File: config.mk
export PLATFORM = sky130hd
export DESIGN_NAME = mipb_regs
export DESIGN_NICKNAME = d
export VERILOG_FILES = /design/src/sv/mipb_pkg.sv /design/src/sv/mipb_regs.sv
export SDC_FILE = /design/constraint.sdc
export NUM_CORES = 1
export LEC_CHECK = 0
export ABC_CLOCK_PERIOD_IN_PS = 1000
export BUFFER_PORTS_ARGS = -buffer_cell sky130_fd_sc_hd__buf_2
export CORE_UTILIZATION = 45
export DETAILED_ROUTE_END_ITERATION = 10
export PLACE_DENSITY = 0.86
export SYNTH_ARGS = -nofsm -noshare
export SYNTH_HDL_FRONTEND = slang
export SYNTH_SLANG_ARGS = --single-unit
File: constraint.sdc
create_clock -name clk_i -period 1 [get_ports clk_i]
set_input_delay 0.1 -clock clk_i [delete_from_list [all_inputs] [get_ports clk_i]]
set_output_delay 0.1 -clock clk_i [all_outputs]
set_load 0.01 [all_outputs]
File: src/sv/mipb_pkg.sv
`default_nettype none
package mipb_pkg;

  localparam int unsigned WordW = 64;
  localparam int unsigned ProdW = 2 * WordW;
  localparam int unsigned HalfW = WordW / 2;
  localparam int unsigned AddrW = 5;
  localparam int unsigned RegIdxW = 2;
  localparam int unsigned RegLsb = 3;

  localparam logic [RegIdxW-1:0] RegModulus  = 2'd0;
  localparam logic [RegIdxW-1:0] RegRatioLow = 2'd1;
  localparam logic [RegIdxW-1:0] RegRatioHigh = 2'd2;

  typedef enum logic [2:0] {
    MulAB,
    MulZ0RatioLow,
    MulZ0RatioHigh,
    MulZ1RatioLow,
    MulZ1RatioHigh,
    MulQuotMod
  } mul_sel_e;

  typedef struct packed {
    logic     load_in;
    mul_sel_e mul_sel;
    logic     cap_z;
    logic     cap_carry1;
    logic     cap_acc;
    logic     cap_carry2;
    logic     cap_quot;
    logic     cap_rem;
    logic     cap_red;
    logic     acc_en;
  } cmd_t;

  typedef struct packed {
    logic last;
    logic out_busy;
  } sts_t;

endpackage
`default_nettype wire

File: src/sv/mipb_regs.sv
`default_nettype none
module mipb_regs #(
  parameter int unsigned MODULUS_BITS = 61
) (
  input  wire logic                          clk_i,
  input  wire logic                          rst_ni,
  input  wire logic                          psel,
  input  wire logic                          penable,
  input  wire logic                          pwrite,
  input  wire logic [mipb_pkg::AddrW-1:0]    paddr,
  input  wire logic [mipb_pkg::WordW-1:0]    pwdata,
  output logic      [mipb_pkg::WordW-1:0]    prdata,
  output logic                               pready,
  output logic      [MODULUS_BITS-1:0]       modulus_o,
  output logic      [mipb_pkg::WordW-1:0]    ratio_low_o,
  output logic      [mipb_pkg::WordW-1:0]    ratio_high_o
);

  logic [MODULUS_BITS-1:0]       modulus_q;
  logic [mipb_pkg::WordW-1:0]    ratio_low_q;
  logic [mipb_pkg::WordW-1:0]    ratio_high_q;
  logic [mipb_pkg::RegIdxW-1:0]  reg_idx;
  logic                          wr_en;

  assign reg_idx = paddr[mipb_pkg::AddrW-1:mipb_pkg::RegLsb];
  assign wr_en   = psel & penable & pwrite;
  assign pready  = 1'b1;

  always_ff @(posedge clk_i or negedge rst_ni) begin
    if (!rst_ni) begin
      modulus_q    <= MODULUS_BITS'(2);
      ratio_low_q  <= '0;
      ratio_high_q <= '0;
    end else if (wr_en) begin
      unique case (reg_idx)
        mipb_pkg::RegModulus:   modulus_q    <= pwdata[MODULUS_BITS-1:0];
        mipb_pkg::RegRatioLow:  ratio_low_q  <= pwdata;
        mipb_pkg::RegRatioHigh: ratio_high_q <= pwdata;
        default: ;
      endcase
    end
  end

  always_comb begin
    unique case (reg_idx)
      mipb_pkg::RegModulus:   prdata = mipb_pkg::WordW'(modulus_q);
      mipb_pkg::RegRatioLow:  prdata = ratio_low_q;
      mipb_pkg::RegRatioHigh: prdata = ratio_high_q;
      default:                prdata = '0;
    endcase
  end

  assign modulus_o    = modulus_q;
  assign ratio_low_o  = ratio_low_q;
  assign ratio_high_o = ratio_high_q;

endmodule
`default_nettype wire

# Yosys cells after proc, flatten, opt, wreduce, memory -nomap -nowiden
# Index checks and enable logic that the tools add are counted.
# classes
bitwise_logic	2
muxes	1
eq_ne	2
reduce_logical	4
# ops
operator	count
$pmux 64 s3	1
$reduce_and 2->1	3
$and 1x1->1	2
$eq 2x1->1 const B	1
$eq 2x2->1 const B	1
$logic_not 2->1	1
# word_totals
ff_bits	189
word_cells	12
in_bits	74

# Longest topological paths before layout
# Gate-level depths: netlist of run 1.
# depth
depth_word	3
mapped_depth	6

# Worst setup path after synthesis of run 1
# Ideal clock, no wire load.
# synth_timing
path_type	input to register
from	input port pwrite
to	register ratio_low_q (netlist bit ratio_low_o[10])
path_slack_ps	-306
required_ps	875
arrival_time_ps	1181
path_stages	5
path_buffers	2
setup_ps	125
path_cell_list	nand3_1 > or3b_1 > buf_6 > buf_6 > mux2_4
# synth_via
elab_chain_len	2
# synth_lines
item	line	text
from (decl)	mipb_regs.sv:9	input wire logic pwrite,
$and 1x1->1	mipb_regs.sv:26	assign wr_en = psel & penable & pwrite;
$reduce_and 2->1 (no line)	--	
to (signal assigned)	mipb_regs.sv:37	mipb_pkg::RegRatioLow: ratio_low_q <= pwdata;
to (decl)	mipb_regs.sv:20	logic [mipb_pkg::WordW-1:0] ratio_low_q;
# No other way between the ends.
# A chain may end at the register's enable or synchronous reset.

# Worst setup path after layout of run 1
# layout_timing
from	register modulus_q[20] (netlist: modulus_o[20])
to	output port prdata[20] (netlist bit)
# layout_via
elab_chain_len	1
# layout_lines
item	line	text
from (decl)	mipb_regs.sv:19	logic [MODULUS_BITS-1:0] modulus_q;
from (signal assigned)	mipb_regs.sv:36	mipb_pkg::RegModulus: modulus_q <= pwdata[MODULUS_BITS-1:0];
$pmux 64 s3	mipb_regs.sv:45	unique case (reg_idx)
to (decl)	mipb_regs.sv:12	output logic [mipb_pkg::WordW-1:0] prdata,
# No other way between the ends.

==> results.ini, run 1 <==
[cells_and_area]
stdcell_count=1483
final_common_cell=buf_6
syn_to_final_growth_pct=79.47
nNetsFinal=1309
final_cell_mix=286 x buf_6, 187 x buf_2, 187 x dfrtp_1
stdcell_area_um2=15330
fin_util_pct=82.24
drive_above_1_share_pct=64.90

[routing]
vias_per_cell=5.722
routed_wl_um=38620
vias=8486
drt_iter0_drc=441
drtPass1Iterations=5
drc=0
wl_per_cell_um=26.04
ant_nets=0

[worst_setup_path]
critPathLaunchType=flop
cp_max_fo=2
crit_arrival_ns=1.37
path_class=reg -> out
required_ns=0.90
endpoint_kind=output pin
r2r_cells=5

[clock_network]
path_clk_slew_ns=0.08
cts_buffer_depth=2
cts_tree=yes
clock_latency_ns=0.42
cts-root-buf=clkbuf_16
numClockSinks=189
tritoncts.num_buffers=17
ctsHtreeMaxLevel=4

[die]
core_area_um2=18640
fp.dieW_um=139.8
die_height_um=139.8
io-pin-count=328
start_util_pct=45.83
rows=50
dieArea_um2=19540

[run_status]
status=complete, but fails checks
violations=setup timing

[sta]
fin_crit_sh_pct=146.5
setup_ws_ns=-0.4654
hold_viol=0
setup_viol=394
fmax_mhz=682.4
drv_slew=0
finalCriticalPeriod_ns=1.465
grt_setup_unrepaired=yes
finClkSkew_ns=0

[grt]
grt_overflow=0
grt.total_usage_pct=34.24
grt_pass1_wl_um=50930
grt_max_degree=53
antenna_found_initial=0
grt_pass1_vias=8773

[power_and_ir_drop]
irDropWorstVdd_uv=1324
finalPower_mw=32.30
power_leakage_nw=7.808
power_density_nw_per_um2=2107

[logic_synthesis]
synth_cell_types=20
yosys_warnings=0
ys_seq_elements=189
synthesis.nets=687
yosysSeqAreaShare_pct=55.37
netlist_area_um2=8543
avgSynthCellArea_um2=13.94
syn-instance-count=613

[min_path]
hold_path_class=in -> async

[place]
placedCellCount=1172
pre_cts_slack_ns=-0.4030
port_buffers=323
place.gp.congestion=0.8121
place_area_um2=10910
hpwl_um=16580

[flow_run]
drv_cap=0

==> kinds of logic after synthesis <==
kind of cell           Yosys count  synth area share, %
other                            1              0.04389
and+or+nand+nor                 67                3.193
DFF                            189                55.37
buffers and inverters           42                2.812
muxes                          250                34.70
AOI/OAI and AO/OA               64                3.881
==> Yosys cell counts, drive strengths merged <==
| library cell | number | area (µm²) |
|---|---|---|
| mux2 | 189 | 2354 |
| dfrtp | 188 | 4705 |
| mux2i | 61 | 610.6 |
| nand2 | 61 | 229.0 |
| o21ai | 61 | 305.3 |
| buf | 34 | 210.2 |
| clkbuf | 8 | 30.03 |
| a22o | 3 | 26.28 |
| nor2b | 2 | 12.51 |
| conb | 1 | 3.750 |
| dfstp | 1 | 26.28 |
| nand3 | 1 | 5.000 |
| nor3 | 1 | 10.01 |
| nor3b | 1 | 7.510 |
| or3b | 1 | 8.760 |
==> where the power goes <==
part	switching (mW)	leakage, nW	internal (mW)	total, mW
sequential	1.80	2.31	9.44	11.2
clock	3.25	0.249	3.26	6.52
combinational	5.75	5.24	8.80	14.6
total	10.8	7.81	21.5	32.3
==> path summary, 6_finish.rpt <==
kind | start | to | slack [ns]
setup / recovery | modulus_o[20] | prdata[20] | -0.47
hold / removal | rst_ni | modulus_o[11] | 0.12
setup reg to reg | ratio_low_o[3] | ratio_low_o[3] | -0.22
hold reg to reg | ratio_high_o[59] | ratio_high_o[59] | 0.54
max in group asynchronous | rst_ni | ratio_low_o[57] | 0.27
min in group clk_i | paddr[3] | modulus_o[60] | 0.32
==> through the flow <==
step	hold WS, ns	setup TNS (ns)
floorplan	-0.1956	-37.44
global placement	-0.007565	-79.66
detailed placement	-0.008453	-82.12
CTS	0.1072	-43.43
global route	0.1365	-66.62
finish	0.1206	-57.54
==> critical path, cell delays in order, from the launching register on <==
cell and delay (ns):
dfrtp_1 0.41, mux2i_1 0.22, o21ai_1 0.15, buf_2 0.17
==> area by class of cell <==
cell class	count	area, µm²
multi-input cells	383	3824
well taps	234	292.8
flip-flops and latches	189	4732
repair buffers	644	5938
fillers	856	3311
clock buffers	20	436.7
diodes	1	2.502
clock inverters	12	106.4
==> timing repair <==
action	CTS	global route
endpoints found under the setup margin	253	301
pin swaps	4	9
gates resized for setup	258	144
hold buffers	65	0
endpoints found under the hold margin	378	0
buffers inserted	154	136
cloned	0	10
==> sequential cells by signal (all words and copies together) (netlist names) <==
register and cells:
ratio_high_o 64, ratio_low_o 64, modulus_o 61
==> metal layers <==
layer	vias to the layer above	GRT usage (%)	share of wire, %	routed length (µm)
met5	-	0	0	0
met4	0	18.80	6.1	2346
met3	214	6.917	7.8	3018
met2	625	60.55	50	19450
met1	4225	38.74	36	13810
li1	3422	-	-	-
Note: power is estimated with default switching activity, not from simulation.
==> run 2, diff against run 1 <==
Settings changed: CTS_CLUSTER_DIAMETER from default to 50, RECOVER_POWER from default to 25.
==> run 2 against run 1 <==
Effect of this change: critical path depth unchanged; die area unchanged; non-clock buffer count unchanged; power about the same; combinational power about the same; design area about the same; register-to-register slack about the same; global-route usage unchanged; clock-buffer cell count unchanged; critical path type unchanged; sequential share of layout area about the same; the run still ends with setup timing left; worst hold slack better by 0.20 ns.
==> results.ini, run 2 (synthesis gave the netlist of run 1 again) <==
[run_status]
status=complete, but fails checks
violations=setup timing

[power_and_ir_drop]
finalPower_mw=32.28  ; about the same
power_density_nw_per_um2=2107  ; about the same
irDropWorstVdd_uv=1319  ; -0.33%
power_leakage_nw=7.806  ; about the same

[place]
port_buffers=323  ; unchanged
hpwl_um=16580  ; unchanged
place.gp.congestion=0.8121  ; unchanged
placedCellCount=1172  ; unchanged

[die]
dieArea_um2=19540  ; unchanged
fp.dieW_um=139.8  ; unchanged
start_util_pct=45.83  ; unchanged
core_area_um2=18640  ; unchanged
rows=50  ; unchanged
die_height_um=139.8  ; unchanged
io-pin-count=328  ; unchanged

[sta]
worstMarginPinSlew_ns=0.8523
finClkSkew_ns=0  ; unchanged
drv_slew=0  ; unchanged
hold_viol=0  ; unchanged
maxSlewHeadroom_pct=43.18
tns_ns=-66.55  ; -9.010 ns
fin_crit_sh_pct=145.9  ; -0.68 points
finalCriticalPeriod_ns=1.459  ; -0.006774 ns
grt_setup_unrepaired=yes
setup_ws_ns=-0.4586  ; +0.006774 ns
setup_viol=558  ; +42%
fmax_mhz=685.6  ; +0.46%

[cells_and_area]
final_cell_mix=285 x buf_6, 187 x buf_2, 187 x dfrtp_1
nFillCells=857  ; +0.12%
stdcell_count=1483  ; unchanged
ff_latch_area_um2=4732  ; unchanged
syn_to_final_growth_pct=79.39  ; about the same
multiInputGateArea_um2=3824  ; unchanged
final_common_cell=buf_6
nNetsFinal=1309  ; unchanged
drive_above_1_share_pct=64.90  ; unchanged

[worst_setup_path]
critPathLaunchType=flop
path_class=reg -> out
crit_arrival_ns=1.36  ; about the same
endpoint_kind=output pin
required_ns=0.90  ; about the same
cp_max_fo=2  ; unchanged

[routing]
wl_per_cell_um=25.97  ; -0.26%
ant_nets=0  ; unchanged
drt_iter0_drc=444  ; +0.68%
routed_wl_um=38510  ; -0.26%
drc=0  ; unchanged
vias_per_cell=5.726  ; about the same
vias=8492  ; +0.071%
drtPass1Iterations=4  ; -1

[clock_network]
cts-root-buf=clkbuf_16
cts_tree=yes
cts_buffer_depth=2  ; unchanged
numClockSinks=189  ; unchanged
clock_latency_ns=0.42  ; about the same
ctsHtreeMaxLevel=4  ; unchanged
tritoncts.num_buffers=17  ; unchanged
path_clk_slew_ns=0.08  ; about the same

[grt]
grt_pass1_wl_um=50930  ; unchanged
grt.total_usage_pct=34.24  ; unchanged
grt_pass1_vias=8773  ; unchanged
antenna_found_initial=0  ; unchanged
grt_overflow=0  ; unchanged
grt_max_degree=53  ; unchanged

[flow_run]
drv_cap=0  ; unchanged

[min_path]
hold_path_class=in -> async

-- run 2: changes by cell type in the layout (fill, tap and decap cells not counted) --
cell	previous run	this run
buf_6	286	285
clkbuf_2	0	1
-- run 2: repair_timing --
action                     4_1_cts  5_1_grt
setup buffers                  154      136
pin swaps                        4        9
gates resized for setup        258      144
hold endpoints to repair       378        0
setup endpoints to repair      253      301
gates cloned                     0       10
hold buffers                    65        0
-- run 2: worst paths after layout --
kind | startpoint | end | slack (ns) | cells past startpoint
hold reg to reg | ratio_high_o[59] | ratio_high_o[59] | 0.54 | 1
hold / removal | rst_ni | modulus_o[11] | 0.32 | 2
max in group asynchronous | rst_ni | ratio_low_o[57] | -0.11 | 3
setup reg to reg | ratio_low_o[3] | ratio_low_o[3] | -0.22 | 5
min in group clk_i | paddr[3] | modulus_o[60] | 0.32 | 4
setup / recovery | ratio_low_o[11] | prdata[11] | -0.46 | 3
-- run 2: metrics by stage --
step / hold slack, ns / utilization [%] / worst slack [ns] / instance area (µm²)
floorplan: -0.1956 / - / -0.2596 / 8845
global placement: -0.007565 / 58.54 / -0.3888 / 10910
detailed placement: -0.008453 / 58.54 / -0.4030 / 10910
CTS: 0.1072 / 77.68 / -0.4232 / 14480
global route: 0.3049 / 82.19 / -0.5259 / 15320
finish: 0.3159 / 82.21 / -0.4586 / 15330
-- run 2: power by group --
part | total [mW] | internal [mW] | switching, mW
logic | 14.6 | 8.80 | 5.75
registers | 11.2 | 9.44 | 1.79
clock network | 6.50 | 3.26 | 3.24
-- run 2: worst max-delay path: stages (launching register included) --
cell and delay, ns:
dfrtp_1 0.41, mux2i_1 0.22, o21ai_1 0.13, buf_2 0.17
-- run 2: layout make-up --
type	count	area share, %
repair buffers	644	38.71
flip-flops and latches	189	30.88
multi-input cells	383	24.95
clock inverters	12	0.6939
diodes	1	0.01633
well taps	234	1.910
clock buffers	20	2.849
-- run 2: per-layer routing --
metal	share of wire [%]	wire, µm	GRT usage (%)	vias to the layer above
met5	0	0	0	-
met4	6.2	2400	18.80	0
met3	7.9	3024	6.917	218
met2	50	19390	60.55	595
met1	36	13700	38.74	4251
li1	-	-	-	3428
