**src/sv/mipb_pkg.sv**
```systemverilog
`default_nettype none
package mipb_pkg;

  localparam int unsigned WordW = 64;
  localparam int unsigned ProdW = 2 * WordW;
  localparam int unsigned HalfW = WordW / 2;
  localparam int unsigned AddrW = 5;
  localparam int unsigned RegIdxW = 2;
  localparam int unsigned RegLsb = 3;

  localparam logic [RegIdxW-1:0] RegModulus  = 2'd0;
  localparam logic [RegIdxW-1:0] RegRatioLow = 2'd1;
  localparam logic [RegIdxW-1:0] RegRatioHigh = 2'd2;

  typedef enum logic [2:0] {
    MulAB,
    MulZ0RatioLow,
    MulZ0RatioHigh,
    MulZ1RatioLow,
    MulZ1RatioHigh,
    MulQuotMod
  } mul_sel_e;

  typedef struct packed {
    logic     load_in;
    mul_sel_e mul_sel;
    logic     cap_z;
    logic     cap_carry1;
    logic     cap_acc;
    logic     cap_carry2;
    logic     cap_quot;
    logic     cap_rem;
    logic     cap_red;
    logic     acc_en;
  } cmd_t;

  typedef struct packed {
    logic last;
    logic out_busy;
  } sts_t;

endpackage
`default_nettype wire

```
**src/sv/mipb_ctrl.sv**
```systemverilog
`default_nettype none
module mipb_ctrl (
  input  wire logic            clk_i,
  input  wire logic            rst_ni,
  input  wire logic            in_valid_i,
  output logic                 in_ready_o,
  input  wire mipb_pkg::sts_t  sts_i,
  output mipb_pkg::cmd_t       cmd_o
);

  localparam logic [3:0] StIdle     = 4'd0;
  localparam logic [3:0] StMulAB    = 4'd1;
  localparam logic [3:0] StWaitAB   = 4'd2;
  localparam logic [3:0] StCapZ     = 4'd3;
  localparam logic [3:0] StMulZ0Hi  = 4'd4;
  localparam logic [3:0] StMulZ1Lo  = 4'd5;
  localparam logic [3:0] StMulZ1Hi  = 4'd6;
  localparam logic [3:0] StCarry    = 4'd7;
  localparam logic [3:0] StQuot     = 4'd8;
  localparam logic [3:0] StMulQ     = 4'd9;
  localparam logic [3:0] StWaitQ    = 4'd10;
  localparam logic [3:0] StRem      = 4'd11;
  localparam logic [3:0] StReduce   = 4'd12;
  localparam logic [3:0] StAccum    = 4'd13;

  logic [3:0] state_q, state_d;
  logic       acc_go;

  assign acc_go = ~(sts_i.last & sts_i.out_busy);

  always_comb begin
    cmd_o         = '0;
    cmd_o.mul_sel = mipb_pkg::MulAB;
    state_d       = state_q;
    in_ready_o    = 1'b0;
    unique case (state_q)
      StIdle: begin
        in_ready_o    = 1'b1;
        cmd_o.load_in = in_valid_i;
        if (in_valid_i) begin
          state_d = StMulAB;
        end
      end
      StMulAB: begin
        cmd_o.mul_sel = mipb_pkg::MulAB;
        state_d       = StWaitAB;
      end
      StWaitAB: begin
        state_d = StCapZ;
      end
      StCapZ: begin
        cmd_o.cap_z   = 1'b1;
        cmd_o.mul_sel = mipb_pkg::MulZ0RatioLow;
        state_d       = StMulZ0Hi;
      end
      StMulZ0Hi: begin
        cmd_o.mul_sel = mipb_pkg::MulZ0RatioHigh;
        state_d       = StMulZ1Lo;
      end
      StMulZ1Lo: begin
        cmd_o.mul_sel    = mipb_pkg::MulZ1RatioLow;
        cmd_o.cap_carry1 = 1'b1;
        state_d          = StMulZ1Hi;
      end
      StMulZ1Hi: begin
        cmd_o.mul_sel = mipb_pkg::MulZ1RatioHigh;
        cmd_o.cap_acc = 1'b1;
        state_d       = StCarry;
      end
      StCarry: begin
        cmd_o.cap_carry2 = 1'b1;
        state_d          = StQuot;
      end
      StQuot: begin
        cmd_o.cap_quot = 1'b1;
        state_d        = StMulQ;
      end
      StMulQ: begin
        cmd_o.mul_sel = mipb_pkg::MulQuotMod;
        state_d       = StWaitQ;
      end
      StWaitQ: begin
        state_d = StRem;
      end
      StRem: begin
        cmd_o.cap_rem = 1'b1;
        state_d       = StReduce;
      end
      StReduce: begin
        cmd_o.cap_red = 1'b1;
        state_d       = StAccum;
      end
      StAccum: begin
        // hold the last pair while a finished sum is still unclaimed
        cmd_o.acc_en = acc_go;
        if (acc_go) begin
          state_d = StIdle;
        end
      end
      default: begin
        state_d = StIdle;
      end
    endcase
  end

  always_ff @(posedge clk_i or negedge rst_ni) begin
    if (!rst_ni) begin
      state_q <= StIdle;
    end else begin
      state_q <= state_d;
    end
  end

endmodule
`default_nettype wire

```
**config.mk**
```make
export PLATFORM = sky130hd
export DESIGN_NAME = mipb_ctrl
export DESIGN_NICKNAME = d
export VERILOG_FILES = /design/src/sv/mipb_pkg.sv /design/src/sv/mipb_ctrl.sv
export SDC_FILE = /design/constraint.sdc
export NUM_CORES = 1
export LEC_CHECK = 0
export BUFFER_PORTS_ARGS = -buffer_cell sky130_fd_sc_hd__clkbuf_2
export CAP_MARGIN = 20
export CORE_AREA = 2 2 39 41
export CTS_CLUSTER_DIAMETER = 60
export CTS_CLUSTER_SIZE = 10
export DETAILED_ROUTE_END_ITERATION = 7
export DIE_AREA = 0 0 41 43
export GPL_TIMING_DRIVEN = 0
export PLACE_DENSITY_LB_ADDON = 0.1
export SLEW_MARGIN = 20
export SYNTH_ARGS = -nofsm -noshare
export SYNTH_HDL_FRONTEND = slang
export SYNTH_SLANG_ARGS = --single-unit
```
**constraint.sdc**
```tcl
create_clock -name clk_i -period 1.2 [get_ports clk_i]
set_input_delay 0.24 -clock clk_i [delete_from_list [all_inputs] [get_ports clk_i]]
set_output_delay 0.24 -clock clk_i [all_outputs]
set_load 0.05 [all_outputs]
```
; After elaboration in Yosys (flattened, before gate mapping)
; Index checks and enable logic that the tools add are counted.
[op_classes]
n_addsub = 0
n_lt_le_gt_ge = 0
multipliers = 0
shift = 0
n_mux = 14
n_div = 0
n_eq_ne = 15
bitwise = 2
n_reduce_logical = 2
[op_table]
columns = op, count
row1 = $pmux 4 s14, 1
row2 = $eq 4x4->1 const B, 6
row3 = $eq 4x3->1 const B, 4
row4 = $pmux 3 s5, 1
row5 = $mux 1, 10
row6 = $eq 4x2->1 const B, 2
row7 = $mux 4, 2
row8 = $eq 4x1->1 const B, 1
row9 = $logic_not 4->1, 1
row10 = $ne 2x2->1 const B, 2
row11 = $reduce_and 2->1, 1
row12 = $and 1x1->1, 1
row13 = $not 1->1, 1
[totals]
ramBits = 0
n_memories = 0
register_bits = 4
wordCells = 34
in_bits = 5
mem_bits_ro = 0
latchBits = 0

; Longest topological paths before layout
; Gate-level depths: netlist of the first run.
[logic_depth]
depth_word = 3
mapped_depth = 4

; Worst setup path after synthesis of the first run
; No wires, ideal clock.
[synth_path]
path_kind = flip-flop to output port
from = reg state_q[1]
to = out cmd_o[0] (netlist name)
stages_incl_launch_ff = 5
t_arrival_ns = 1.860
n_path_buf = 1
slack_ns = -0.900
path_cell_list = dfrtp_1 buf_4 inv_1 nand2_1 nor3b_1
[synth_rtl]
columns = element, line
row1 = start: declaration, mipb_ctrl.sv:26  ; logic [3:0] state_q, state_d;
row2 = start signal: assignment, mipb_ctrl.sv:108  ; state_q <= StIdle;
row3 = start signal: assignment, mipb_ctrl.sv:110  ; state_q <= state_d;
row4 = end: declaration, mipb_ctrl.sv:8  ; output mipb_pkg::cmd_t cmd_o

==> flow_metrics.py, run 1 <==
metrics = {
    "run_status": {
        "status": "finished, violations left",
        "violations": "setup timing",
    },
    "timing": {
        "worst_pin_slew_ns": 0.233,
        "fmax_mhz": 614,
        "min_period_ns": 1.63,
        "rsz0062_at_grt": "true",
        "setup_tns_ns": -4.29,
        "skew_ns": 0.00294,
        "fin_crit_sh_pct": 136,
        "drv_slew": 0,
        "setup_viol": 15,
        "slew_headroom_pct": 84.4,
        "final-hold-violation-count": 0,
        "setup_slack_ns": -0.428,
    },
    "finish": {
        "nFillCells": 105,
        "largest_reg_flops": 4,
        "fin_area_um2": 947,
        "largestRegisters": "state_q: 4 flops",
        "drive_gt1_share_pct": 77.6,
        "nets": 83,
        "largest-register": "state_q",
        "n_antenna_cell": 0,
        "instances_no_fill": 92,
        "syn_to_final_growth_pct": 170,
    },
    "power": {
        "p_leak_nw": 0.386,
        "vdd_drop_max_mv": 1.52,
        "powerDensity_mw_per_mm2": 3210,
    },
    "setup_path": {
        "reg2reg_slack_ns": -0.02,
        "worstPathMaxFanout": 5,
        "max_stage_delay_ns": 0.38,
        "startpoint": "state_q[0]",
        "rr_endpoint": "state_q[2]",
        "worstPathArrival_ns": 1.39,
        "rr_worst_depth": 5,
        "cp_slowest_cell": "dfrtp_1",
        "cp-start-kind": "register",
        "cp_cell_sequence": "buf_6 > nor4_4 > and2_4 > clkbuf_16",
        "critPathKind": "reg2out",
        "cp-endpoint": "cmd_o[11]",
        "worstPathRequired_ns": 0.96,
        "cp-end-kind": "output pin",
        "r2r_start": "state_q[1]",
    },
    "global_routing": {
        "antenna_found_initial": 0,
        "grt_max_degree": 11,
        "grt.total_usage_pct": 17.0,
        "grt_overflow": 0,
        "grt_pass1_vias": 444,
        "grt_pass1_wl_mm": 1.95,
    },
    "placed_design": {
        "gp_congestion": 0.719,
        "pre_cts_ws_ns": -0.422,
        "port_buffers": 17,
        "place_area_um2": 539,
        "dp_hpwl_um": 676,
        "place_inst": 76,
    },
    "floorplan": {
        "io_pins": 18,
        "die-area_mm2": 0.00176,
        "num_rows": 14,
        "die_y_um": 43,
        "start_util_pct": 25.3,
        "core_region_area_mm2": 0.00138,
        "dieWidth_um": 41,
    },
    "yosys": {
        "yosys.area.top_type_share_pct": 28.6,
        "synth.area.top_cells": "dfrtp_1 29%, buf_6 6.4%, nand2_1 6.4%, nor2_1 6.4%, nor4_4 6.1%",
        "synth_ff_type": "dfrtp_1",
        "synth_edf_count": 0,
        "synthesis.nets": 48,
        "synth_top_area_cell": "dfrtp_1",
        "yosysWarnings": 0,
        "ys_ff_latch": 4,
        "syn_inst": 43,
        "synth_commonest_cells": "6 x nand2_1, 6 x nor2_1, 4 x dfrtp_1, 4 x nor3_1",
        "async_flop_share_pct": 100,
        "avgSynthCellArea_um2": 8.15,
        "syn_area_um2": 350,
        "synth_cell_types": 23,
        "yosysSeqAreaShare_pct": 28.6,
    },
    "drt": {
        "wl_met1_um": 506,
        "post-route-drc-count": 0,
        "wl_met3_um": 38,
        "highest_layer": "met4",
        "wl_met2_um": 756,
        "wire_per_inst_um": 14.4,
        "drt-initial-drc-count": 3,
        "routed-via-count": 444,
        "routed_wl_mm": 1.32,
        "dr.pass1.iters": 2,
        "vias_per_cell": 4.83,
        "antenna_left": 0,
    },
    "clock_network": {
        "cts-buffers-inserted": 3,
        "clk_latency_ns": 0.24,
        "cts_buffer_depth": 2,
        "cts.sinks": 4,
        "cts_tree": "built",
        "clk_pin_slew_ns": 0.04,
        "cts.htree.levels": 1,
        "clockRootBuffer": "clkbuf_4",
    },
    "hold_path": {
        "min_path_type": "in2async",
    },
    "job": {
        "drv_cap": 0,
    },
}
## cell usage in the layout, fill, tap and decap left out
master,n
a21boi_0,1
a21o_1,1
a21oi_1,1
a311o_1,1
a31oi_4,1
and2_4,1
buf_12,3
buf_4,6
buf_6,7
buf_8,11
clkbuf_16,1
clkbuf_2,4
clkbuf_4,4
clkinv_8,1
dfrtp_1,4
dlygate4sd3_1,1
nand2_1,3
nand2_2,1
nand2_8,2
nand2b_2,1
nand2b_4,2
nand3_1,2
nor2_1,1
nor2_2,1
nor2_4,5
nor3_4,4
nor3b_4,1
nor4_4,1
o21ai_0,1
o21ai_1,1
o221a_2,1
o22ai_4,1
## worst max-delay path: cells and delay by family (launching register included)
| kind | cells | cell delay [ns] |
|---|---|---|
| AND/OR/NAND/NOR | 2 | 0.48 |
| buffers and inverters | 2 | 0.29 |
| flip-flops | 1 | 0.38 |
## cell families after synthesis
family | Yosys count | synth area share [%]
flip-flops | 4 | 28.6
AND/OR/NAND/NOR | 25 | 41.4
AO/OA/AOI/OAI | 9 | 18.2
buffers and inverters | 5 | 11.8
## layer usage
metal	GRT usage (%)	up-vias
met5	0	-
met2	25.6	9
met3	2.62	3
li1	-	218
met1	20.8	214
met4	12.0	0
## layout make-up
type / instances / area, um2 / share of cell area [%]
plain buffers: 4 / 53.8 / 5.68
clock buffers: 3 / 22.5 / 2.38
inverters: 1 / 16.3 / 1.72
multi-input cells: 34 / 377 / 39.8
flip-flops and latches: 4 / 100 / 10.6
well taps: 16 / 20.0 / 2.11
repair buffers: 30 / 358 / 37.8
## report_power, final
part	leakage [nW]	total (W)	switching [W]	internal (W)
sequential	0.0486	0.000239	0.0000355	0.000203
combinational	0.324	0.00263	0.00143	0.00120
clock	0.0138	0.000170	0.0000581	0.000112
## metrics by stage
step | hold WS (ns) | total power, W | util [%]
after floorplan | -0.0556 | 0.00152 | -
after global placement | 0.0507 | 0.00177 | 39.0
after detailed placement | 0.0513 | 0.00176 | 39.0
after CTS | 0.341 | 0.00258 | 59.2
after global routing | 0.345 | 0.00319 | 68.4
final | 0.336 | 0.00304 | 68.4
## how the worst min path moves through the flow
stage,slack [ns],start,to
after floorplan,-0.06,rst_ni,state_q[0]
after global placement,0.05,rst_ni,state_q[3]
after detailed placement,0.05,rst_ni,state_q[3]
after CTS,0.34,rst_ni,state_q[1]
after global routing,0.35,rst_ni,state_q[1]
final,0.34,rst_ni,state_q[1]
## repair_timing
| action | in CTS | in global routing |
|---|---|---|
| hold buffers | 1 | 0 |
| gates resized for setup | 43 | 24 |
| pin swaps | 6 | 8 |
| endpoints found under the setup margin | 14 | 15 |
| buffers inserted | 7 | 5 |
| hold endpoints to repair | 4 | 0 |
No activity file was read; power rests on OpenSTA's default activity.
==> inputs of run 2 (changes only) <==
==> constraint.sdc (replaced) <==
create_clock -name clk_i -period 1.6 [get_ports clk_i]
set_input_delay 0.32 -clock clk_i [delete_from_list [all_inputs] [get_ports clk_i]]
set_output_delay 0.32 -clock clk_i [all_outputs]
set_load 0.05 [all_outputs]
==> run 2 against run 1 <==
  * The run still ends with setup timing left
  * Via count is 3.2% lower
  * Global-route usage is 1.9 points lower
  * Flip-flop and latch count stayed put
  * Setup slack better by 0.36 ns
  * Cell count is 3.3% lower
  * Non-clock buffer count is 3 lower
  * Sequential share of layout area is 2.8 points higher
  * Clock skew hardly changed
  * Die area stayed put
  * Largest cell class unchanged
==> flow_metrics.py, run 2 (synthesis gave the netlist of run 1 again) <==
metrics = {
    "run_status": {
        "status": "finished, violations left",
        "violations": "setup timing",
    },
    "finish": {
        "largest_reg_flops": 4,
        "nets": 80,
        "drive_gt1_share_pct": 74.0,
        "syn_to_final_growth_pct": 113,
        "largest-register": "state_q",
        "largestRegisters": "state_q: 4 flops",
        "n_antenna_cell": 0,
        "final_core_util_pct": 54.0,
        "layout_common_cells": "9 x buf_6, 9 x buf_4, 5 x clkbuf_4",
        "nFillCells": 129,
        "fin_area_um2": 747,
        "instances_no_fill": 89,
    },
    "power": {
        "seq_power_share_pct": 9.8,
        "p_sw_share_pct": 51.4,
        "vdd_drop_max_mv": 1.05,
        "p_int_w": 0.000865,
        "p_leak_nw": 0.331,
        "p_sw_w": 0.000915,
        "clkPwrFrac_pct": 7.2,
        "powerDensity_mw_per_mm2": 2380,
        "combPwrFrac_pct": 83.0,
    },
    "placed_design": {
        "port_buffers": 17,
        "place_inst": 76,
        "gp_congestion": 0.700,
        "place_area_um2": 500,
        "dp_hpwl_um": 676,
    },
    "clock_network": {
        "clk_pin_slew_ns": 0.04,
        "cts.htree.levels": 1,
        "cts.sinks": 4,
        "clk_latency_ns": 0.24,
        "cts_buffer_depth": 2,
        "cts_tree": "built",
        "cts-buffers-inserted": 3,
        "clockRootBuffer": "clkbuf_4",
    },
    "floorplan": {
        "die_y_um": 43,
        "num_rows": 14,
        "dieWidth_um": 41,
        "die-area_mm2": 0.00176,
        "start_util_pct": 25.3,
        "core_region_area_mm2": 0.00138,
        "io_pins": 18,
    },
    "setup_path": {
        "worstPathRequired_ns": 1.28,
        "worstPathMaxFanout": 6,
        "cp-end-kind": "output pin",
        "worstPathArrival_ns": 1.35,
        "rr_worst_depth": 6,
        "cp-start-kind": "register",
        "critPathKind": "reg2out",
    },
    "hold_path": {
        "min_path_type": "in2async",
    },
    "timing": {
        "rsz0062_at_grt": "true",
        "final-hold-violation-count": 0,
        "min_period_ns": 1.67,
        "fin_crit_sh_pct": 104,
        "setup_slack_ns": -0.0683,
        "skew_ns": 0.00313,
        "worst_pin_slew_ns": 0.207,
        "setup_viol": 5,
        "drv_slew": 0,
        "fmax_mhz": 599,
        "slew_headroom_pct": 86.1,
    },
    "drt": {
        "drt-initial-drc-count": 17,
        "routed_wl_mm": 1.09,
        "wire_per_inst_um": 12.2,
        "routed-via-count": 430,
        "antenna_left": 0,
        "post-route-drc-count": 0,
        "vias_per_cell": 4.83,
        "dr.pass1.iters": 4,
    },
    "global_routing": {
        "grt_pass1_vias": 408,
        "grt_max_degree": 11,
        "grt_pass1_wl_mm": 1.79,
        "grt_overflow": 0,
        "antenna_found_initial": 0,
        "grt.total_usage_pct": 15.1,
    },
    "job": {
        "drv_cap": 0,
    },
}
[run 2: final cells by class]
| type | count | area (um2) | area share, % |
|---|---|---|---|
| clock buffer | 3 | 22.5 | 3.02 |
| multi-input combinational | 34 | 287 | 38.4 |
| buffer | 4 | 45.0 | 6.03 |
| inverter | 1 | 6.26 | 0.838 |
| tap | 16 | 20.0 | 2.68 |
| sequential | 4 | 100 | 13.4 |
| timing repair buffer | 27 | 267 | 35.7 |
[run 2: routing by layer]
metal  up-vias  part of all wire [%]  GRT usage, %
li1        214                     -             -
met1       203                    44          20.4
met2        11                    49          20.6
met3         2                   4.9          4.71
met4         0                   2.4          8.00
met5         -                     0             0
[run 2: final timing paths]
path,from,to,slack (ns)
worst max register to register,state_q[2],state_q[0],0.26
worst max-delay path,state_q[2],cmd_o[11],-0.07
worst min register to register,state_q[3],state_q[3],0.61
worst min-delay path,rst_ni,state_q[3],0.42
max in group asynchronous,rst_ni,state_q[1],1.05
min in group clk_i,sts_i[0],state_q[0],0.44
[run 2: power by group through the flow]
stage               Clock [W]  Combinational (W)  Sequential (W)
finish               0.000128            0.00148        0.000175
global route         0.000145            0.00156        0.000179
CTS                  0.000129            0.00136        0.000175
detailed placement          0            0.00105        0.000172
global placement            0            0.00106        0.000173
floorplan                   0           0.000883        0.000168
[run 2: timing repair]
item,CTS,global route
endpoints found under the setup margin,13,13
hold buffers,1,0
setup buffers,9,0
gates cloned,0,0
endpoints found under the hold margin,4,0
pin swaps,3,4
gates resized for setup,28,19
[run 2: metrics by stage]
step	worst slack [ns]	setup TNS (ns)	power [W]	hold WS, ns
2_1_floorplan	-0.253	-0.525	0.00105	0.0244
3_3_place_gp	-0.0384	-0.0384	0.00124	0.129
3_5_place_dp	-0.0269	-0.0269	0.00122	0.131
4_1_cts	-0.0798	-0.192	0.00166	0.433
5_1_grt	-0.137	-0.606	0.00188	0.442
6_report	-0.0683	-0.194	0.00178	0.423
[run 2: worst max-delay path, stage by stage, from the launching register on]
cell,delay [ns]
dfrtp_1,0.36
buf_6,0.13
nor4_4,0.27
and2_4,0.18
clkbuf_16,0.15
